### src/olrc_pkg.sv
// Shared types, event codes and the per-event update functions of the light relay controller.
package olrc_pkg;

  // Event codes carried on the input tuser field.
  localparam logic [3:0] EV_MOTION  = 4'd1;
  localparam logic [3:0] EV_TIMER   = 4'd2;
  localparam logic [3:0] EV_LOCAL1  = 4'd3;
  localparam logic [3:0] EV_LOCAL2  = 4'd4;
  localparam logic [3:0] EV_REMOTE1 = 4'd5;
  localparam logic [3:0] EV_REMOTE2 = 4'd6;
  localparam logic [3:0] EV_AUTO    = 4'd7;
  localparam logic [3:0] EV_MANUAL  = 4'd8;

  // Relay report codes.
  localparam logic [1:0] REP_NONE = 2'd0;
  localparam logic [1:0] REP_ON   = 2'd1;
  localparam logic [1:0] REP_OFF  = 2'd2;

  // Payload widths on the stream ports.
  localparam int unsigned InTdataW  = 8;
  localparam int unsigned InTuserW  = 4;
  localparam int unsigned OutTdataW = 8;

  // Occupancy machine states.
  typedef enum logic [2:0] {
    OCC_OFF    = 3'b001,
    OCC_TIMED  = 3'b010,
    OCC_MANUAL = 3'b100
  } occ_state_e;

  // Switch mode machine states.
  typedef enum logic [2:0] {
    SW_OFF    = 3'b001,
    SW_BUTTON = 3'b010,
    SW_AUTO   = 3'b100
  } sw_state_e;

  // Complete controller state.
  typedef struct packed {
    occ_state_e occ;
    sw_state_e  sw1;
    sw_state_e  sw2;
    logic       relay1;
    logic       relay2;
  } ctl_state_t;

  // Result fields of one event, lowest field last in the struct.
  typedef struct packed {
    logic       auto_off_report;
    logic [1:0] report_two;
    logic [1:0] report_one;
    logic       timer_start;
    logic       relay2_on;
    logic       relay1_on;
  } ctl_result_t;

  // State and result travelling together through the update chain.
  typedef struct packed {
    ctl_state_t  st;
    ctl_result_t res;
  } ctl_step_t;

  // Occupancy machine: first stage of the per-event update.
  function automatic ctl_step_t occ_step(ctl_state_t s, logic [3:0] ev,
                                         logic bright, logic motion);
    ctl_step_t o;
    logic      leave_auto;
    o            = '0;
    o.st         = s;
    o.res        = '0;
    leave_auto   = (ev == EV_MANUAL) || (ev == EV_LOCAL1) || (ev == EV_LOCAL2);
    case (s.occ)
      OCC_OFF: begin
        if (ev == EV_MOTION) begin
          if (!bright) begin
            o.st.occ            = OCC_TIMED;
            o.st.relay1         = 1'b1;
            o.st.relay2         = 1'b1;
            o.res.report_one    = REP_ON;
            o.res.report_two    = REP_ON;
            o.res.timer_start   = 1'b1;
          end
        end else if (leave_auto) begin
          o.st.occ    = OCC_MANUAL;
          o.st.relay1 = 1'b0;
          o.st.relay2 = 1'b0;
        end
      end
      OCC_TIMED: begin
        if (ev == EV_TIMER && !motion) begin
          o.st.occ         = OCC_OFF;
          o.st.relay1      = 1'b0;
          o.st.relay2      = 1'b0;
          o.res.report_one = REP_OFF;
          o.res.report_two = REP_OFF;
        end else if (ev == EV_TIMER) begin
          o.res.timer_start = 1'b1;
        end else if (leave_auto) begin
          o.st.occ    = OCC_MANUAL;
          o.st.relay1 = 1'b0;
          o.st.relay2 = 1'b0;
        end
      end
      OCC_MANUAL: begin
        if (ev == EV_AUTO) begin
          o.st.occ = OCC_OFF;
        end
      end
      default: begin
      end
    endcase
    return o;
  endfunction

  // One switch mode machine; sel_two picks switch two and its buttons.
  function automatic ctl_step_t sw_step(ctl_step_t i, logic sel_two, logic [3:0] ev);
    ctl_step_t  o;
    sw_state_e  mode;
    logic       on_now;
    logic [3:0] ev_local;
    logic [3:0] ev_remote;
    logic       lvl;
    logic [1:0] rep;
    o         = i;
    mode      = sel_two ? i.st.sw2 : i.st.sw1;
    lvl       = sel_two ? i.st.relay2 : i.st.relay1;
    rep       = sel_two ? i.res.report_two : i.res.report_one;
    ev_local  = sel_two ? EV_LOCAL2 : EV_LOCAL1;
    ev_remote = sel_two ? EV_REMOTE2 : EV_REMOTE1;
    on_now    = (mode == SW_BUTTON);
    case (mode)
      SW_OFF, SW_BUTTON: begin
        if (ev == ev_local || ev == ev_remote) begin
          mode = on_now ? SW_OFF : SW_BUTTON;
          lvl  = !on_now;
          if (ev == ev_local) begin
            rep = on_now ? REP_OFF : REP_ON;
          end
        end else if (ev == EV_AUTO) begin
          // Return to automatic mode clears both switches and both relays.
          o.st.sw1    = SW_AUTO;
          o.st.sw2    = SW_AUTO;
          o.st.relay1 = 1'b0;
          o.st.relay2 = 1'b0;
          mode        = SW_AUTO;
          lvl         = 1'b0;
        end
      end
      SW_AUTO: begin
        if (ev == EV_MANUAL) begin
          o.st.sw1 = SW_OFF;
          o.st.sw2 = SW_OFF;
          mode     = SW_OFF;
        end else if (ev == ev_local) begin
          mode                  = SW_BUTTON;
          lvl                   = 1'b1;
          rep                   = REP_ON;
          o.res.auto_off_report = 1'b1;
        end else if (ev == ev_remote) begin
          mode = SW_BUTTON;
          lvl  = 1'b1;
        end
      end
      default: begin
      end
    endcase
    if (sel_two) begin
      o.st.sw2         = mode;
      o.st.relay2      = lvl;
      o.res.report_two = rep;
    end else begin
      o.st.sw1         = mode;
      o.st.relay1      = lvl;
      o.res.report_one = rep;
    end
    return o;
  endfunction

endpackage

### src/occupancy_light_relay_controller.sv
// Top level of the two-relay occupancy light controller.
//
// Each input transfer carries one event (tuser) with the ambient-light and
// motion levels (tdata); each event yields exactly one output transfer with
// the relay levels after the event, the timer restart pulse and the report
// codes. The block sustains one event per clock while the downstream side
// takes its results: an input register holds the event, and the whole state
// update (occupancy machine, then switch one, then switch two) is a short
// combinational path into the result register and the state registers.
// Output valid rises once the event has passed the input register and the
// result register. The result register decouples the two sides, so a new
// event is taken while a finished result still waits downstream.
module occupancy_light_relay_controller
  import olrc_pkg::*;
(
  input  logic                 clk_i,
  input  logic                 rst_ni,
  input  logic                 s_axis_tvalid,
  output logic                 s_axis_tready,
  // bit 0 ambient_bright, bit 1 motion_present, bits 7:2 zero
  input  logic [InTdataW-1:0]  s_axis_tdata,
  // bits 3:0 req_type
  input  logic [InTuserW-1:0]  s_axis_tuser,
  output logic                 m_axis_tvalid,
  input  logic                 m_axis_tready,
  // bit 0 relay1_on, bit 1 relay2_on, bit 2 timer_start, bits 4:3 report_one,
  // bits 6:5 report_two, bit 7 auto_off_report
  output logic [OutTdataW-1:0] m_axis_tdata
);

  logic        in_valid_q;
  logic [3:0]  ev_q;
  logic        bright_q;
  logic        motion_q;
  logic        out_valid_q;
  ctl_result_t res_q;
  ctl_result_t res_d;
  ctl_state_t  state_q;
  ctl_state_t  state_d;
  ctl_step_t   step_occ;
  ctl_step_t   step_sw1;
  ctl_step_t   step_sw2;
  logic        advance;

  // The held event moves into the result register when that register is empty or its result is taken.
  assign advance       = in_valid_q && (!out_valid_q || m_axis_tready);
  assign s_axis_tready = !in_valid_q || advance;

  // Input register.
  always_ff @(posedge clk_i or negedge rst_ni) begin
    if (!rst_ni) begin
      in_valid_q <= 1'b0;
    end else if (s_axis_tready) begin
      in_valid_q <= s_axis_tvalid;
    end
  end

  always_ff @(posedge clk_i) begin
    if (s_axis_tready && s_axis_tvalid) begin
      ev_q     <= s_axis_tuser;
      bright_q <= s_axis_tdata[0];
      motion_q <= s_axis_tdata[1];
    end
  end

  // State update: occupancy machine first, later relay writes win.
  always_comb begin
    step_occ = occ_step(state_q, ev_q, bright_q, motion_q);
    step_sw1 = sw_step(step_occ, 1'b0, ev_q);
    step_sw2 = sw_step(step_sw1, 1'b1, ev_q);
    state_d  = step_sw2.st;
    res_d    = step_sw2.res;
    res_d.relay1_on = step_sw2.st.relay1;
    res_d.relay2_on = step_sw2.st.relay2;
  end

  // Controller state and output valid.
  always_ff @(posedge clk_i or negedge rst_ni) begin
    if (!rst_ni) begin
      state_q     <= '{occ: OCC_OFF, sw1: SW_AUTO, sw2: SW_AUTO,
                       relay1: 1'b0, relay2: 1'b0};
      out_valid_q <= 1'b0;
    end else begin
      if (advance) begin
        state_q <= state_d;
      end
      if (advance) begin
        out_valid_q <= 1'b1;
      end else if (m_axis_tready) begin
        out_valid_q <= 1'b0;
      end
    end
  end

  // Result register.
  always_ff @(posedge clk_i) begin
    if (advance) begin
      res_q <= res_d;
    end
  end

  assign m_axis_tvalid = out_valid_q;
  assign m_axis_tdata  = res_q;

endmodule

### config.mk
export PLATFORM = sky130hd
export DESIGN_NAME = occupancy_light_relay_controller
export DESIGN_NICKNAME = d
export VERILOG_FILES = /design/src/olrc_pkg.sv /design/src/occupancy_light_relay_controller.sv
export SDC_FILE = /design/constraint.sdc
export NUM_CORES = 1
export LEC_CHECK = 0
export ABC_AREA = 0
export BUFFER_PORTS_ARGS = -buffer_cell sky130_fd_sc_hd__buf_4
export CAP_MARGIN = 15
export CORE_MARGIN = 5
export CORE_UTILIZATION = 32
export CTS_BUF_LIST = sky130_fd_sc_hd__clkbuf_8 sky130_fd_sc_hd__clkbuf_16
export CTS_CLUSTER_SIZE = 25
export DETAILED_ROUTE_END_ITERATION = 8
export GPL_TIMING_DRIVEN = 0
export PLACE_DENSITY = 0.48
export SLEW_MARGIN = 5
export SYNTH_ARGS = -nofsm -noshare
export SYNTH_HDL_FRONTEND = slang
export SYNTH_SLANG_ARGS = --single-unit
### constraint.sdc
create_clock -name clk_i -period 2.1 [get_ports clk_i]
set_input_delay 0.525 -clock clk_i [delete_from_list [all_inputs] [get_ports clk_i]]
set_output_delay 0.525 -clock clk_i [all_outputs]
set_load 0.05 [all_outputs]
== Yosys cells after proc, flatten, opt, wreduce, memory -nomap -nowiden ==
Index checks and enable logic that the tools add are counted.
Word-level totals
  bits in registers: 27
  output and inout bits: 10
Cells by class
  equality and inequality tests: 20
  muxes and demuxes: 75
  reduce and logical (&&, ||, !) cells: 19
Operators with widths (count)
  two-way mux 3 bit: 17
  two-way mux 2 bit: 18
  two-way mux 1 bit: 21
  case mux 3 bit (2 select lines): 3
  == test 4 x 3 -> 1 bit (second input constant): 4
  two-way mux 8 bit: 2
  two-way mux 4 bit: 3
  case mux 2 bit (2 select lines): 3
  case mux 6 bit (2 select lines): 1
  two-way mux 5 bit: 2
  case mux 5 bit (2 select lines): 1
  == test 3 x 1 -> 1 bit (second input constant): 3
  == test 3 x 2 -> 1 bit (second input constant): 3
  == test 3 bit (second input constant): 3
  case mux 3 bit (3 select lines): 1
  == test 4 x 2 -> 1 bit (second input constant): 2
  logical OR 1 bit: 6
  two-way mux 6 bit: 1
  != test 3 bit (second input constant): 2
  logical NOT 1 bit: 5
  AND reduction 5 bit: 1
  == test 4 x 1 -> 1 bit (second input constant): 1
  == test 4 bit (second input constant): 1
  case mux 1 bit (2 select lines): 2
  other kinds (5): 8

== Depth between registers and ports, before layout ==
  word-level depth: 15
  mapped depth: 6
  depth with buffers taken out: 6

== Worst setup path before layout ==
OpenSTA, ideal clock, no wires.
  kind: register to register
  start: register out_valid_q, in the netlist m_axis_tvalid
  end: register state_q[9] (netlist bit)
  data arrival time: 1.800 ns
  path slack: 0.168 ns
  cell stages (with the launch flop): 7
  buffers on the path: 0
  clock period less this slack: 1.932 ns
  cell sequence: dfrtp_1 nand2b_1 nand2_1 clkinv_1 o211ai_2 and2_4 o32ai_1
On the way
  cells in the longest elaborated chain, start to end: 4
RTL lines
  start, declared: line occupancy_light_relay_controller.sv:35  | logic out_valid_q;
  start signal, assigned: line occupancy_light_relay_controller.sv:82  | out_valid_q <= 1'b0;
  start signal, assigned: line occupancy_light_relay_controller.sv:88  | out_valid_q <= 1'b1;
  start signal, assigned: line occupancy_light_relay_controller.sv:90  | out_valid_q <= 1'b0;
  logical NOT 1 bit: line occupancy_light_relay_controller.sv:46  | assign advance = in_valid_q && (!out_valid_q || m_axis_tready);
  logical OR 1 bit: line occupancy_light_relay_controller.sv:46
  logical AND 1 bit: line occupancy_light_relay_controller.sv:46
  via advance: line occupancy_light_relay_controller.sv:43  | logic advance;
  AND reduction 5 bit (no line)
  end signal, assigned: line occupancy_light_relay_controller.sv:80  | state_q <= '{occ: OCC_OFF, sw1: SW_AUTO, sw2: SW_AUTO,
  end signal, assigned: line occupancy_light_relay_controller.sv:85  | state_q <= state_d;
  end, declared: line occupancy_light_relay_controller.sv:38  | ctl_state_t state_q;
The timed path passes the listed nets, and every way through them passes these cells.
A chain may end at the register's enable or synchronous reset.

==> results by group <==
Placed design
  • Pre-CTS setup slack: -0.285 ns
  • Post-DP HPWL: 2.94 mm
  • Routability cong.: 0.873
  • IO buf count: 19

Setup path
  • Critical Path Fanout Max: 5
  • Worst path required time: 2.14 ns
  • Crit. End Element: flop
  • Crit path capture: m_axis_tdata[0]$_DFFE_PP_
  • Critical Path Start: ev_q[2]$_DFFE_PP_
  • Reg-to-Reg Start: ev_q[2]$_DFFE_PP_
  • Critical path arrival: 2.02 ns
  • Worst r2r dst: m_axis_tdata[0]$_DFFE_PP_
  • Critical path class: reg2reg
  • CP startpoint kind: flop
  • Worst R2R Setup Slack: 0.12 ns
  • R2r worst-path depth: 6

Clock tree
  • CTS Buffer Depth: 2
  • # clock sinks: 27
  • CTS tree: done
  • Num CTS Buffers: 3
  • Clk_lat worst skew: 0.28 ns
  • Clock Pin Slew Worst Setup and Hold Paths: 0.10 ns
  • H-tree levels: 1
  • Root buf cell: clkbuf_8
  • # hold bufs at CTS: 0

STA
  • F_max: 505 MHz
  • Final min period: 1.98 ns
  • Hold_ws: 0.0818 ns
  • Worst-Margin Slew: 0.557 ns
  • Endpoints failing hold: 0
  • Final setup viols: 0
  • Final worst slack: 0.120 ns
  • Final slew viol count: 0
  • Clock Skews: 0.00925 ns
  • Fin crit share: 94.3%
  • Slew HR: 61.9%

Final layout
  • Ant. Diodes: 0
  • Final net count: 214
  • Commonest non-fill, non-tap cell in the layout: buf_4
  • Most frequent cells in the layout: 23 x buf_4, 17 x nor2_1, 14 x edfxtp_1, 13 x nand2_1, 11 x o21ai_0
  • Share of layout cells above drive strength 1: 26.9%
  • Post-layout util: 39.7%
  • Synthesis-to-layout area growth: 20.1%

GRT
  • Initial antenna violation count: 0
  • Number of global-route vias before repair: 1,415
  • Total gr overflow: 0
  • Global-route wire length before repair: 6.65 mm
  • GRT Util Overall: 11.5%
  • Pin count of the biggest net entering global routing: 18

Synthesis
  • Register area share after synthesis: 44.1%
  • Synth Cell Area: 1700 µm²
  • Synth async-reset ratio: 48.1%
  • Synth Register Bits: 27
  • Mapped Nets: 188
  • Post-synth top area cell: edfxtp_1
  • Cell variety after synth: 58
  • Synth Area per Inst: 9.89 µm²
  • Syn Inst Count: 172
  • Synth area leaders: edfxtp_1 25%, dfrtp_1 15%, dfstp_2 4.6%
  • Synth Warn #: 0
  • Primary FF master, synth: edfxtp_1
  • Number of synthesized flops with an enable pin: 14
  • Post-synth top area share: 24.7%

Floorplan
  • Core footprint: 5140 µm²
  • DIE HEIGHT: 82.9 µm
  • I/O pin count: 26
  • Die area: 6870 µm²
  • Number of core rows: 26
  • Initial Utilization: 33.1%
  • Die X: 82.9 µm

Run
  • Max cap viols: 0

Routing
  • DRT antenna net count: 0
  • DR pass1 iterations: 4
  • Remaining DRCs: 0
  • Routed len/inst: 14.8 µm
  • Drt initial violations: 66
  • Routed vias/inst: 5.34
  • DR vias: 1,427
  • Drt total wl: 3.95 mm

Pwr
  • Share of total power in combinational logic: 47.1%
  • Internal power: 1.17 mW
  • Switch share: 40.5%
  • Pleak: 0.756 nW
  • Pwr/cell area: 965 nW/µm²
  • Max rail drop VDD: 0.374 mV
  • NetSw: 0.799 mW
  • Clock Power Share: 15.1%
  • Seq pwr share: 37.8%

Hold path
  • Hold WC Path Type: in2async

Run status
  • Status: finished clean
==> critical path, stage by stage (launching register included) <==
cell and delay [ns]:
edfxtp_1 0.46, buf_6 0.17, or4b_4 0.50, nor2_4 0.12, o211ai_1 0.16, a32oi_2 0.28, nor2_1 0.06
==> synthesized netlist by cell type, drive strengths merged, types with 2 or more instances <==
library cell and n:
a21oi 9, o31ai 2, nand3 2, o31a 2
a31oi 3, nor2 18, or2 3, o22ai 3
dfrtp 10, nand2 13, nand2b 7, inv 6
a22o 2, clkbuf 4, edfxtp 14, nor3 3
or4b 3, o211ai 4, dfstp 3, and2 2
nor4b 4, a22oi 2, xnor2 6, o21ai 12
a21o 3, buf 6, nor3b 3, o32a 2
==> layer usage <==
metal / vias up / part of all wire [%] / wire length [µm] / GRT usage [%]
met2: 30 / 47 / 1850 / 19.0
met4: 0 / 1.8 / 70 / 4.16
met3: 7 / 3.8 / 151 / 1.88
met1: 688 / 48 / 1880 / 15.1
met5: - / 0 / 0 / 0
li1: 702 / - / - / -
==> worst min path at each step <==
stage / from / to / slack (ns) / depth (start not counted)
after floorplan: rst_ni / in_valid_q$_DFFE_PN0N_ / 0.23 / 0
after global placement: rst_ni / state_q[2]$_DFFE_PN0P_ / 0.39 / 1
after detailed placement: rst_ni / state_q[2]$_DFFE_PN0P_ / 0.39 / 1
after CTS: rst_ni / state_q[2]$_DFFE_PN0P_ / 0.08 / 1
after global routing: rst_ni / state_q[3]$_DFFE_PN0P_ / 0.09 / 1
final: rst_ni / state_q[2]$_DFFE_PN0P_ / 0.08 / 1
==> area by class of cell <==
type,instances,area [µm²]
fill,552,3100
multi-input combinational,128,916
sequential,27,749
timing repair buffer,21,155
tap,70,87.6
buffer,10,57.6
clock buffer,3,41.3
inverter,7,30.0
clock inverter,1,5.00
==> power groups by stage <==
| stage | logic (mW) | clock network (mW) | registers (mW) |
|---|---|---|---|
| 6_report | 0.929 | 0.297 | 0.745 |
| 5_1_grt | 1.02 | 0.332 | 0.758 |
| 4_1_cts | 0.901 | 0.312 | 0.743 |
| 3_5_place_dp | 0.886 | 0 | 0.753 |
| 3_3_place_gp | 0.883 | 0 | 0.750 |
| 2_1_floorplan | 0.631 | 0 | 0.809 |
==> kinds of logic after synthesis <==
logic type	count (synthesis)	synth area share, %
buf+inv	17	4.56
simple gates	62	22.9
compound gates	58	24.3
flops	27	44.1
mux	1	0.589
xor+xnor	7	3.61
==> per-stage QoR <==
stage / setup TNS, ns / cells / power (mW) / area, µm²
floorplan: 0 / 172 / 1.44 / 1700
global placement: -1.84 / 261 / 1.63 / 1930
detailed placement: -1.48 / 261 / 1.64 / 1930
CTS: 0 / 265 / 1.96 / 1990
global route: -0.00355 / 267 / 2.11 / 2040
finish: 0 / 267 / 1.97 / 2040
==> flip-flops by register name, indices dropped and copies added, names as in the netlist <==
register,count
m_axis_tdata,8
motion_q,1
bright_q,1
ev_q,4
in_valid_q,1
m_axis_tvalid,1
state_q,11
==> repair_timing <==
item | 4_1_cts | 5_1_grt
pin swaps | 1 | 4
resized for setup | 2 | 11
buffers inserted | 0 | 1
setup endpoints to repair | 3 | 9
cloned | 0 | 1
(Power assumes the default switching activity.)
